File: src/rtl/bsl_pkg.sv
package bsl_pkg;

    // list geometry
    localparam int CAPACITY = 16;
    localparam int DATA_W   = 32;
    localparam int CNT_W    = $clog2(CAPACITY + 1);
    localparam int IDX_W    = (CAPACITY > 1) ? $clog2(CAPACITY) : 1;

    // operation codes
    localparam logic [2:0] OP_APPEND     = 3'd0;
    localparam logic [2:0] OP_PREPEND    = 3'd1;
    localparam logic [2:0] OP_POP_END    = 3'd2;
    localparam logic [2:0] OP_POP_FRONT  = 3'd3;
    localparam logic [2:0] OP_FIND       = 3'd4;
    localparam logic [2:0] OP_REMOVE     = 3'd5;
    localparam logic [2:0] OP_INS_BEFORE = 3'd6;
    localparam logic [2:0] OP_STATUS     = 3'd7;

    // status codes
    localparam logic [1:0] ST_OK       = 2'd0;
    localparam logic [1:0] ST_FULL     = 2'd1;
    localparam logic [1:0] ST_EMPTY    = 2'd2;
    localparam logic [1:0] ST_NOTFOUND = 2'd3;

    // per-cell load control
    typedef struct packed {
        logic ld_new;
        logic ld_left;
        logic ld_right;
    } t_cell_ctl;

endpackage

File: src/rtl/bsl_cell.sv
module bsl_cell (
    input  logic                        i_clk,
    input  bsl_pkg::t_cell_ctl          i_ctl,
    input  logic [bsl_pkg::DATA_W-1:0]  i_new_code,
    input  logic [bsl_pkg::DATA_W-1:0]  i_new_pay,
    input  logic [bsl_pkg::DATA_W-1:0]  i_left_code,
    input  logic [bsl_pkg::DATA_W-1:0]  i_left_pay,
    input  logic [bsl_pkg::DATA_W-1:0]  i_right_code,
    input  logic [bsl_pkg::DATA_W-1:0]  i_right_pay,
    input  logic [bsl_pkg::DATA_W-1:0]  i_target,
    output logic [bsl_pkg::DATA_W-1:0]  o_code,
    output logic [bsl_pkg::DATA_W-1:0]  o_pay,
    output logic                        o_match
);

    logic [bsl_pkg::DATA_W-1:0] r_code;
    logic [bsl_pkg::DATA_W-1:0] r_pay;

    // entry storage: new word, shift from lower or from upper neighbor
    always_ff @(posedge i_clk) begin
        if (i_ctl.ld_new) begin
            r_code <= i_new_code;
            r_pay  <= i_new_pay;
        end else if (i_ctl.ld_left) begin
            r_code <= i_left_code;
            r_pay  <= i_left_pay;
        end else if (i_ctl.ld_right) begin
            r_code <= i_right_code;
            r_pay  <= i_right_pay;
        end
    end

    // local code compare
    assign o_match = (r_code == i_target);
    assign o_code  = r_code;
    assign o_pay   = r_pay;

endmodule

File: src/rtl/bounded_sequential_list_core.sv
// a request word is captured together with the code compare in all cells, then the
// execute state does position select and shift along the cell chain and registers the
// result word; a new word is taken only back in idle, so one word is handled at a time
// a result waiting in the output register stalls the shift cycle, not the accept
// reset (synchronous, active low) empties the list; cell contents stay undefined
module bounded_sequential_list_core (
    input  logic        i_clk,
    input  logic        i_rst_n,
    input  logic        i_s_axis_tvalid,
    output logic        o_s_axis_tready,
    // item_code [31:0], item_payload [63:32], target_code [95:64]
    input  logic [95:0] i_s_axis_tdata,
    // op [2:0]
    input  logic [2:0]  i_s_axis_tuser,
    output logic        o_m_axis_tvalid,
    input  logic        i_m_axis_tready,
    // out_code [31:0], out_payload [63:32], entry_count [68:64], is_full [69],
    // is_empty [70], zero [71]
    output logic [71:0] o_m_axis_tdata,
    // status [1:0]
    output logic [1:0]  o_m_axis_tuser
);

    localparam int CAP = bsl_pkg::CAPACITY;
    localparam int DW  = bsl_pkg::DATA_W;
    localparam int CW  = bsl_pkg::CNT_W;
    localparam int IW  = bsl_pkg::IDX_W;

    localparam logic S_IDLE = 1'b0;
    localparam logic S_EXEC = 1'b1;

    logic            r_state, n_state;
    logic [CW-1:0]   r_count, n_count;
    logic [2:0]      r_op;
    logic [DW-1:0]   r_icode;
    logic [DW-1:0]   r_ipay;
    logic [CAP-1:0]  r_match;
    logic            r_out_valid;
    logic [71:0]     r_out_data, n_out_data;
    logic [1:0]      r_out_user, n_out_user;

    logic [DW-1:0]   w_code  [CAP];
    logic [DW-1:0]   w_pay   [CAP];
    logic [CAP-1:0]  w_match;
    bsl_pkg::t_cell_ctl w_ctl [CAP];

    logic            w_in_acc;
    logic            w_out_free;
    logic            w_exec;

    assign w_in_acc        = i_s_axis_tvalid && o_s_axis_tready;
    assign w_out_free      = !r_out_valid || i_m_axis_tready;
    assign w_exec          = (r_state == S_EXEC) && w_out_free;
    assign o_s_axis_tready = (r_state == S_IDLE);

    // cell chain
    genvar g;
    generate
        for (g = 0; g < CAP; g++) begin : g_cell
            logic [DW-1:0] w_lc, w_lp, w_rc, w_rp;
            if (g == 0) begin : g_lo
                assign w_lc = '0;
                assign w_lp = '0;
            end else begin : g_lo_n
                assign w_lc = w_code[g-1];
                assign w_lp = w_pay[g-1];
            end
            if (g == CAP - 1) begin : g_hi
                assign w_rc = '0;
                assign w_rp = '0;
            end else begin : g_hi_n
                assign w_rc = w_code[g+1];
                assign w_rp = w_pay[g+1];
            end
            bsl_cell u_cell (
                .i_clk        (i_clk),
                .i_ctl        (w_ctl[g]),
                .i_new_code   (r_icode),
                .i_new_pay    (r_ipay),
                .i_left_code  (w_lc),
                .i_left_pay   (w_lp),
                .i_right_code (w_rc),
                .i_right_pay  (w_rp),
                .i_target     (i_s_axis_tdata[95:64]),
                .o_code       (w_code[g]),
                .o_pay        (w_pay[g]),
                .o_match      (w_match[g])
            );
        end
    endgenerate

    // position select, cell control and result build
    always_comb begin
        logic [CAP-1:0] mv;
        logic           first_hit, last_hit;
        logic [IW-1:0]  first_pos, last_pos;
        logic           do_ins, do_del, do_rd;
        logic [CW-1:0]  ins_pos, del_pos;
        logic [IW-1:0]  rd_pos;
        logic [1:0]     st;
        logic           full, empty;
        logic [DW-1:0]  oc, opay;

        full  = (r_count == CW'(CAP));
        empty = (r_count == '0);
        for (int i = 0; i < CAP; i++) begin
            mv[i] = r_match[i] && (CW'(i) < r_count);
        end

        // lowest matching position
        first_hit = 1'b0;
        first_pos = '0;
        for (int i = CAP - 1; i >= 0; i--) begin
            if (mv[i]) begin
                first_hit = 1'b1;
                first_pos = IW'(i);
            end
        end
        // highest matching position
        last_hit = 1'b0;
        last_pos = '0;
        for (int i = 0; i < CAP; i++) begin
            if (mv[i]) begin
                last_hit = 1'b1;
                last_pos = IW'(i);
            end
        end

        do_ins  = 1'b0;
        do_del  = 1'b0;
        do_rd   = 1'b0;
        ins_pos = '0;
        del_pos = '0;
        rd_pos  = '0;
        st      = bsl_pkg::ST_OK;
        n_count = r_count;

        case (r_op)
            bsl_pkg::OP_APPEND: begin
                if (full) begin
                    st = bsl_pkg::ST_FULL;
                end else begin
                    do_ins  = 1'b1;
                    ins_pos = r_count;
                end
            end
            bsl_pkg::OP_PREPEND: begin
                if (full) begin
                    st = bsl_pkg::ST_FULL;
                end else begin
                    do_ins = 1'b1;
                end
            end
            bsl_pkg::OP_POP_END: begin
                if (empty) begin
                    st = bsl_pkg::ST_EMPTY;
                end else begin
                    do_rd   = 1'b1;
                    rd_pos  = IW'(r_count - CW'(1));
                    n_count = r_count - CW'(1);
                end
            end
            bsl_pkg::OP_POP_FRONT: begin
                if (empty) begin
                    st = bsl_pkg::ST_EMPTY;
                end else begin
                    do_rd  = 1'b1;
                    do_del = 1'b1;
                end
            end
            bsl_pkg::OP_FIND: begin
                if (first_hit) begin
                    do_rd  = 1'b1;
                    rd_pos = first_pos;
                end else begin
                    st = bsl_pkg::ST_NOTFOUND;
                end
            end
            bsl_pkg::OP_REMOVE: begin
                if (empty) begin
                    st = bsl_pkg::ST_EMPTY;
                end else if (last_hit) begin
                    do_rd   = 1'b1;
                    do_del  = 1'b1;
                    rd_pos  = last_pos;
                    del_pos = CW'(last_pos);
                end else begin
                    st = bsl_pkg::ST_NOTFOUND;
                end
            end
            bsl_pkg::OP_INS_BEFORE: begin
                if (full) begin
                    st = bsl_pkg::ST_FULL;
                end else if (empty) begin
                    st = bsl_pkg::ST_EMPTY;
                end else if (first_hit) begin
                    do_ins  = 1'b1;
                    ins_pos = CW'(first_pos);
                end else begin
                    st = bsl_pkg::ST_NOTFOUND;
                end
            end
            default: begin
            end
        endcase

        if (do_ins) begin
            n_count = r_count + CW'(1);
        end
        if (do_del) begin
            n_count = r_count - CW'(1);
        end

        // per-cell load: open a gap or close one
        for (int i = 0; i < CAP; i++) begin
            w_ctl[i].ld_new   = w_exec && do_ins && (CW'(i) == ins_pos);
            w_ctl[i].ld_left  = w_exec && do_ins && (CW'(i) > ins_pos)
                                && (CW'(i) <= r_count);
            w_ctl[i].ld_right = w_exec && do_del && (CW'(i) >= del_pos)
                                && ((CW'(i) + CW'(1)) < r_count);
        end

        // removed or found entry
        oc   = do_rd ? w_code[rd_pos] : '0;
        opay = do_rd ? w_pay[rd_pos]  : '0;

        n_out_user = st;
        n_out_data = {1'b0, (n_count == '0), (n_count == CW'(CAP)), 5'(n_count),
                      opay, oc};
    end

    // control state
    always_ff @(posedge i_clk) begin
        if (!i_rst_n) begin
            r_state     <= S_IDLE;
            r_count     <= '0;
            r_out_valid <= 1'b0;
        end else begin
            r_state <= n_state;
            if (w_exec) begin
                r_count     <= n_count;
                r_out_valid <= 1'b1;
            end else if (i_m_axis_tready) begin
                r_out_valid <= 1'b0;
            end
        end
    end

    always_comb begin
        n_state = r_state;
        case (r_state)
            S_IDLE:  if (w_in_acc) n_state = S_EXEC;
            S_EXEC:  if (w_out_free) n_state = S_IDLE;
            default: n_state = S_IDLE;
        endcase
    end

    // word capture and compare snapshot
    always_ff @(posedge i_clk) begin
        if (w_in_acc) begin
            r_op    <= i_s_axis_tuser;
            r_icode <= i_s_axis_tdata[31:0];
            r_ipay  <= i_s_axis_tdata[63:32];
            r_match <= w_match;
        end
    end

    // result register
    always_ff @(posedge i_clk) begin
        if (w_exec) begin
            r_out_data <= n_out_data;
            r_out_user <= n_out_user;
        end
    end

    assign o_m_axis_tvalid = r_out_valid;
    assign o_m_axis_tdata  = r_out_data;
    assign o_m_axis_tuser  = r_out_user;

`ifndef SYNTH
    a_count_bound: assert property (@(posedge i_clk) disable iff (!i_rst_n)
        r_count <= CW'(CAP))
        else $error("list count beyond capacity");

    a_count_step: assert property (@(posedge i_clk) disable iff (!i_rst_n)
        !w_exec |=> r_count == $past(r_count))
        else $error("count changed outside an execute cycle");

    a_count_shown: assert property (@(posedge i_clk) disable iff (!i_rst_n)
        r_out_valid |-> o_m_axis_tdata[68:64] == 5'(r_count))
        else $error("result count differs from list count");

    a_flags: assert property (@(posedge i_clk) disable iff (!i_rst_n)
        r_out_valid |-> !(o_m_axis_tdata[69] && o_m_axis_tdata[70]))
        else $error("result flags full and empty together");
`endif

endmodule

File: config.mk
export PLATFORM = sky130hd
export DESIGN_NAME = bounded_sequential_list_core
export DESIGN_NICKNAME = d
export VERILOG_FILES = /design/src/rtl/bsl_pkg.sv /design/src/rtl/bsl_cell.sv /design/src/rtl/bounded_sequential_list_core.sv
export SDC_FILE = /design/constraint.sdc
export NUM_CORES = 2
export LEC_CHECK = 0
export BUFFER_PORTS_ARGS = -buffer_cell sky130_fd_sc_hd__buf_2
export CORE_MARGIN = 2
export CORE_UTILIZATION = 30
export DETAILED_ROUTE_END_ITERATION = 10
export HOLD_SLACK_MARGIN = 0.15
export SLEW_MARGIN = 0
export SYNTH_ARGS = -nofsm -noshare
export SYNTH_HDL_FRONTEND = slang
export SYNTH_HIERARCHICAL = 1
export SYNTH_SLANG_ARGS = --single-unit
File: constraint.sdc
create_clock -name i_clk -period 7.5 [get_ports i_clk]
set_clock_uncertainty 0.1 [all_clocks]
set_input_delay 1.875 -clock i_clk [delete_from_list [all_inputs] [get_ports i_clk]]
set_output_delay 1.875 -clock i_clk [all_outputs]
set_load 0.02 [all_outputs]
== Yosys cells after proc, flatten, opt, wreduce, memory -nomap -nowiden ==
Cells that the tools add are included.

* Magnitude comparators: 66
* Equality and inequality tests: 39
* Reduce and logical (&&, ||, !) cells: 125
* Bitwise gates (word level): 2
* Add/subtract/negate cells: 2
* Multiplexer cells: 204

{| class="wikitable"
|+ Operator list
! cell !! number
|-
| 2-to-1 mux 32 bit || 99
|-
| == test 32 bit || 16
|-
| binary-select mux 32 bit (select 4 bit) || 2
|-
| 2-to-1 mux 4 bit || 40
|-
| logical AND 1 bit || 100
|-
| nonzero test 3 bit || 16
|-
| 2-to-1 mux 1 bit || 45
|-
| == test 4 x 5 -> 1 bit (first input constant) || 8
|-
| greater-or-equal comparator 4 x 5 -> 1 bit (first input constant) || 8
|-
| greater-than comparator 4 x 5 -> 1 bit (first input constant) || 8
|-
| <= comparator 4 x 5 -> 1 bit (first input constant) || 8
|-
| < comparator 4 x 5 -> 1 bit (first input constant) || 8
|-
| 2-to-1 mux 5 bit || 5
|-
| == test 3 x 5 -> 1 bit (first input constant) || 4
|-
| greater-or-equal comparator 3 x 5 -> 1 bit (first input constant) || 4
|-
| greater-than comparator 3 x 5 -> 1 bit (first input constant) || 4
|-
| <= comparator 3 x 5 -> 1 bit (first input constant) || 4
|-
| < comparator 3 x 5 -> 1 bit (first input constant) || 4
|-
| logical NOT 5 bit || 3
|-
| 2-to-1 mux 2 bit || 6
|-
| case mux 4 bit (3 select lines) || 1
|-
| == test 2 x 5 -> 1 bit (first input constant) || 2
|-
| == test 5 bit (second input constant) || 2
|-
| greater-or-equal comparator 1 x 5 -> 1 bit (first input constant) || 2
|-
| 26 further kinds || 39
|}

* Register bits: 1187
* Output and inout bits: 76
* Word-level logic and storage cells: 480
* Bits of input ports: 103

== Depth between registers and ports, before layout ==
* Depth after elaboration: 27
* Gate-level depth with buffers: 20

== Cells and area by module ==
Netlist, hierarchy kept.

{| class="wikitable"
|+ Modules (own cells, without submodules)
! module !! area an instance (sq um) !! cells each !! seq. area each (sq um) !! instances
|-
| bsl_cell || 3618.5 || 321 || 1921.8 || 16
|-
| bounded_sequential_list_core || 15563.7 || 2482 || 4824.6 || 1
|}

== Least setup slack after synthesis ==
No wires, ideal clock.

* Kind: input to register
* Start point: input port i_m_axis_tready
* End point: register g_cell[4].u_cell.r_code, in the netlist g_cell[4].u_cell/o_code[0], enable pin
* Path buffers: 0
* Path slack: 1.323 ns
* Data required time: 6.853 ns
* Data arrival time: 5.530 ns
* Stages on the path: 8
* Cells stage by stage: nand2b_1 nand2_1 clkinv_1 nand2_1 nor2_1 nand2_1 a21boi_0 or3_1

{| class="wikitable"
|+ RTL lines
! element !! line !! text
|-
| start, declared || bounded_sequential_list_core.sv:16 || <nowiki>input logic i_m_axis_tready,</nowiki>
|-
| end signal, assigned || bsl_cell.sv:22 || <nowiki>r_code <= i_new_code;</nowiki>
|-
| end signal, assigned || bsl_cell.sv:25 || <nowiki>r_code <= i_left_code;</nowiki>
|-
| end signal, assigned || bsl_cell.sv:28 || <nowiki>r_code <= i_right_code;</nowiki>
|-
| end, declared || bsl_cell.sv:16 || <nowiki>logic [bsl_pkg::DATA_W-1:0] r_code;</nowiki>
|}

==> metrics.yaml <==
netlist_area_um2: 73500
synth.yosys.seq_area_share: 0.484
area.sequential_um2: 35600
holdCritStartpoint: "o_m_axis_tvalid"
drive_above_1_share: 0.0729
total_routing_usage_gr: 0.226
drt-vias-per-instance: 5.66
crit_path_max_fanout: 71
postSynth.topFlopCell: "sky130_fd_sc_hd__edfxtp_1"
multi_input_comb_area_um2: 35500
first_iter_violations: 9620
netlist_top_cells_count: "sky130_fd_sc_hd__nand2_1 (2079), sky130_fd_sc_hd__edfxtp_1 (1180), sky130_fd_sc_hd__mux2i_1 (1034)"
power.combinational.fraction: 0.071
timing.final.max_slew_violations: 0
switching_part_of_the_total: 0.259
power-per-cell-area_nw_per_um2: 190
pin_count: 179
maxSlewHeadroom: 0.156
timing.final.crit_share: 0.882
max_capacitance_violation_total: 0
max_clock_freq_mhz: 151
filler_cell_count: 24338
synth.most_common_cell: "sky130_fd_sc_hd__nand2_1"
critical_path_class: "flop to flop"
setup.reg_to_reg.worst_slack_ns: 0.89
arrival_time_worst_endpoint_ns: 7.04
num_rows: 181
groute.layer.met3.usage: 0.0489
start_kind: "flop"
power.net_switching_mw: 4.04
number_of_antenna_violations_at_the_first_check_in_global_routing: 40
global_route.peak_usage_layer: "met2"
detailroute.via_count: 62077
synth-edff-count: 1180
setup.worst_path.end: "g_cell[6].u_cell/o_code[11]"
antenna_left: 0
tritoncts: "built"
synth_area_leaders: "sky130_fd_sc_hd__edfxtp_1 (48%), sky130_fd_sc_hd__mux2i_1 (14%), sky130_fd_sc_hd__nand2_1 (11%), sky130_fd_sc_hd__o21ai_1 (7.0%), sky130_fd_sc_hd__xor2_1 (6.1%)"
die_area_um2: 249000
cp_data_required_time_ns: 7.93
cts_root_buffer: "sky130_fd_sc_hd__clkbuf_16"
cts.reportedPaths.clkPinSlew_ns: 0.06
grt.met2_usage: 0.332
hold_viol_final: 0
hold-worst-slack_ns: 0.424
insertion_delay_ns: 0.83
rsz0062_at_grt: "no"
routed_wire_length_um: 292000
pwr-share-seq: 0.484
setup_viol: 0
tritoncts_buffers: 139
hpwlAfterDp_um: 173000
result_of_the_run: "complete, no violations"
clkSinkCount: 1187
cts_resized: 0
reg2reg_to: "g_cell[6].u_cell/o_code[11]"
buffer_ports.inserted: 177
leakagePower_nw: 25.0
wl_per_cell_um: 26.6
critical_path.startpoint: "r_count[3]"
drt_pass1_iterations: 6
fin_setup_tns_ns: 0
timing.hold.worst.class: "flop to flop"
core_region_area_um2: 243000
maximum_number_of_pins_on_one_net_before_global_route_repair: 155
ys_types: 69
ys_ff_latch: 1187
holdBufCountCts: 0
worst-slew-pin-transition_ns: 1.26
routabilityCongestion: 0.924
drcViolationCount: 0
initial_utilization: 0.302
fp.dieH_um: 499
post-route-min-period_ns: 6.61
syn_to_final_growth_pct: 11.6
share_clk_of_total_power: 0.445
worst_r2r_startpoint: "r_count[3]"
final_nets: 7749
htree_num_levels: 4
synth_largest_type_area_fraction: 0.482
die-width_um: 499
grt.met1_usage: 0.317
worst_setup_ep_type: "flop"
synth.largest_area_cell: "sky130_fd_sc_hd__edfxtp_1"
post_synth_inst_count: 7618
r2r_cells: 11
synthesis.area_per_instance_um2: 9.64
grt_pass1_wl_um: 418000
grt_overflow_total: 0
cts-root-to-sink-buffers: 3
vdd_ir_drop_max_v: 0.000245
post-cts-setup-buffer-count: 0
intPower_mw: 11.5
first_global_vias: 58253
postSynth.asyncResetShare: 0
ys_warn_count: 6
## kinds of logic after synthesis
| family | synth area share |
|---|---|
| DFF | 0.484 |
| AOI/OAI and AO/OA | 0.0932 |
| buffers and inverters | 0.0444 |
| and+or+nand+nor | 0.175 |
| adders and majority gates | 0.00102 |
| muxes | 0.141 |
| xor gates and xnor gates | 0.0614 |
| other | 0.0000510 |
## sequential cells by signal (all words and copies together) (netlist names), 3 cells and up
name                  cells
g_cell.u_cell/o_pay     512
r_count                   5
o_m_axis_tdata           71
r_ipay                   32
g_cell.u_cell/o_code    512
r_match                  16
r_icode                  32
r_op                      3
## worst min-delay path by stage
stage	endpoint	slack, ns	depth (start not counted)
after floorplan	r_state	0.42	2
after global placement	o_m_axis_tvalid	0.40	2
after detailed placement	o_m_axis_tvalid	0.42	2
after CTS	o_m_axis_tvalid	0.43	2
after global routing	o_m_axis_tvalid	0.47	2
final	o_m_axis_tvalid	0.42	2
## per-stage QoR
| stage | std cells | instance area, µm² | total power, mW | setup WS [ns] | utilization |
|---|---|---|---|---|---|
| 4_1_cts | 10950 | 81900 | 15.6 | 1.13 | 0.337 |
| 3_3_place_gp | 10701 | 77400 | 8.72 | 1.26 | 0.318 |
| 5_1_grt | 10958 | 81900 | 16.0 | 0.698 | 0.337 |
| 6_report | 10963 | 82000 | 15.6 | 0.888 | 0.337 |
| 2_1_floorplan | 7748 | 73900 | 8.22 | 1.32 | - |
| 3_5_place_dp | 10701 | 77400 | 8.73 | 1.19 | 0.318 |
## layer usage
metal,vias up,routed length [µm]
met5,-,106
met4,16,13900
met3,681,35900
met2,4402,123000
met1,29742,119000
li1,27236,-
## power by group through the flow
stage	logic (mW)	registers (mW)	clock network, mW
floorplan	0.593	7.63	0
global placement	1.06	7.66	0
detailed placement	1.07	7.66	0
CTS	1.08	7.53	7.02
global route	1.17	7.54	7.26
finish	1.11	7.53	6.93
## cell type report
cell class / instances / share of cell area
sequential: 1187 / 0.434
multi-input combinational: 6003 / 0.433
tap: 3202 / 0.0489
clock buffer: 165 / 0.0440
timing repair buffer: 298 / 0.0277
clock inverter: 84 / 0.0110
inverter: 11 / 0.000534
antenna: 13 / 0.000397
## critical path: stages (launching register included)
cell	delay (ns)
sky130_fd_sc_hd__dfxtp_1	0.57
sky130_fd_sc_hd__buf_4	0.30
sky130_fd_sc_hd__nor2_1	0.45
sky130_fd_sc_hd__nor3_1	0.21
sky130_fd_sc_hd__nand4bb_1	0.41
sky130_fd_sc_hd__or3_1	0.70
sky130_fd_sc_hd__a32oi_1	0.99
sky130_fd_sc_hd__nand2_1	0.50
sky130_fd_sc_hd__nor2_4	0.21
sky130_fd_sc_hd__buf_4	0.85
sky130_fd_sc_hd__buf_4	0.73
sky130_fd_sc_hd__o21ai_1	0.16
## layout by cell type (no fill, tap or decap), types with 5 or more instances in the layout
cell type | synthesis | final
sky130_fd_sc_hd__a211oi_4 | 0 | 7
sky130_fd_sc_hd__a21o_1 | 7 | 7
sky130_fd_sc_hd__a21oi_1 | 89 | 86
sky130_fd_sc_hd__a31oi_1 | 8 | 7
sky130_fd_sc_hd__and2_1 | 12 | 10
sky130_fd_sc_hd__and3_1 | 6 | 6
sky130_fd_sc_hd__buf_12 | 0 | 38
sky130_fd_sc_hd__buf_2 | 212 | 177
sky130_fd_sc_hd__buf_4 | 17 | 83
sky130_fd_sc_hd__bufinv_16 | 0 | 11
sky130_fd_sc_hd__clkbuf_1 | 200 | 24
sky130_fd_sc_hd__clkbuf_16 | 0 | 140
sky130_fd_sc_hd__clkinv_1 | 1 | 31
sky130_fd_sc_hd__clkinv_2 | 0 | 17
sky130_fd_sc_hd__clkinv_8 | 0 | 5
sky130_fd_sc_hd__clkinvlp_4 | 0 | 8
sky130_fd_sc_hd__conb_1 | 1 | 131
sky130_fd_sc_hd__dfxtp_1 | 7 | 7
sky130_fd_sc_hd__diode_2 | 0 | 13
sky130_fd_sc_hd__edfxtp_1 | 1180 | 1180
sky130_fd_sc_hd__ha_1 | 6 | 6
sky130_fd_sc_hd__inv_1 | 9 | 9
sky130_fd_sc_hd__inv_16 | 0 | 5
sky130_fd_sc_hd__mux2i_1 | 1034 | 1034
sky130_fd_sc_hd__nand2_1 | 2079 | 2079
sky130_fd_sc_hd__nand3_1 | 580 | 580
sky130_fd_sc_hd__nand4_1 | 99 | 99
sky130_fd_sc_hd__nor2_1 | 65 | 51
sky130_fd_sc_hd__nor2_4 | 0 | 14
sky130_fd_sc_hd__nor2b_1 | 11 | 9
sky130_fd_sc_hd__nor4_1 | 130 | 129
sky130_fd_sc_hd__o211ai_1 | 5 | 5
sky130_fd_sc_hd__o21ai_0 | 26 | 26
sky130_fd_sc_hd__o21ai_1 | 1026 | 1026
sky130_fd_sc_hd__o22ai_1 | 67 | 67
sky130_fd_sc_hd__or2_2 | 5 | 5
sky130_fd_sc_hd__or3_4 | 0 | 16
sky130_fd_sc_hd__xor2_1 | 512 | 512
(Power assumes the default switching activity.)
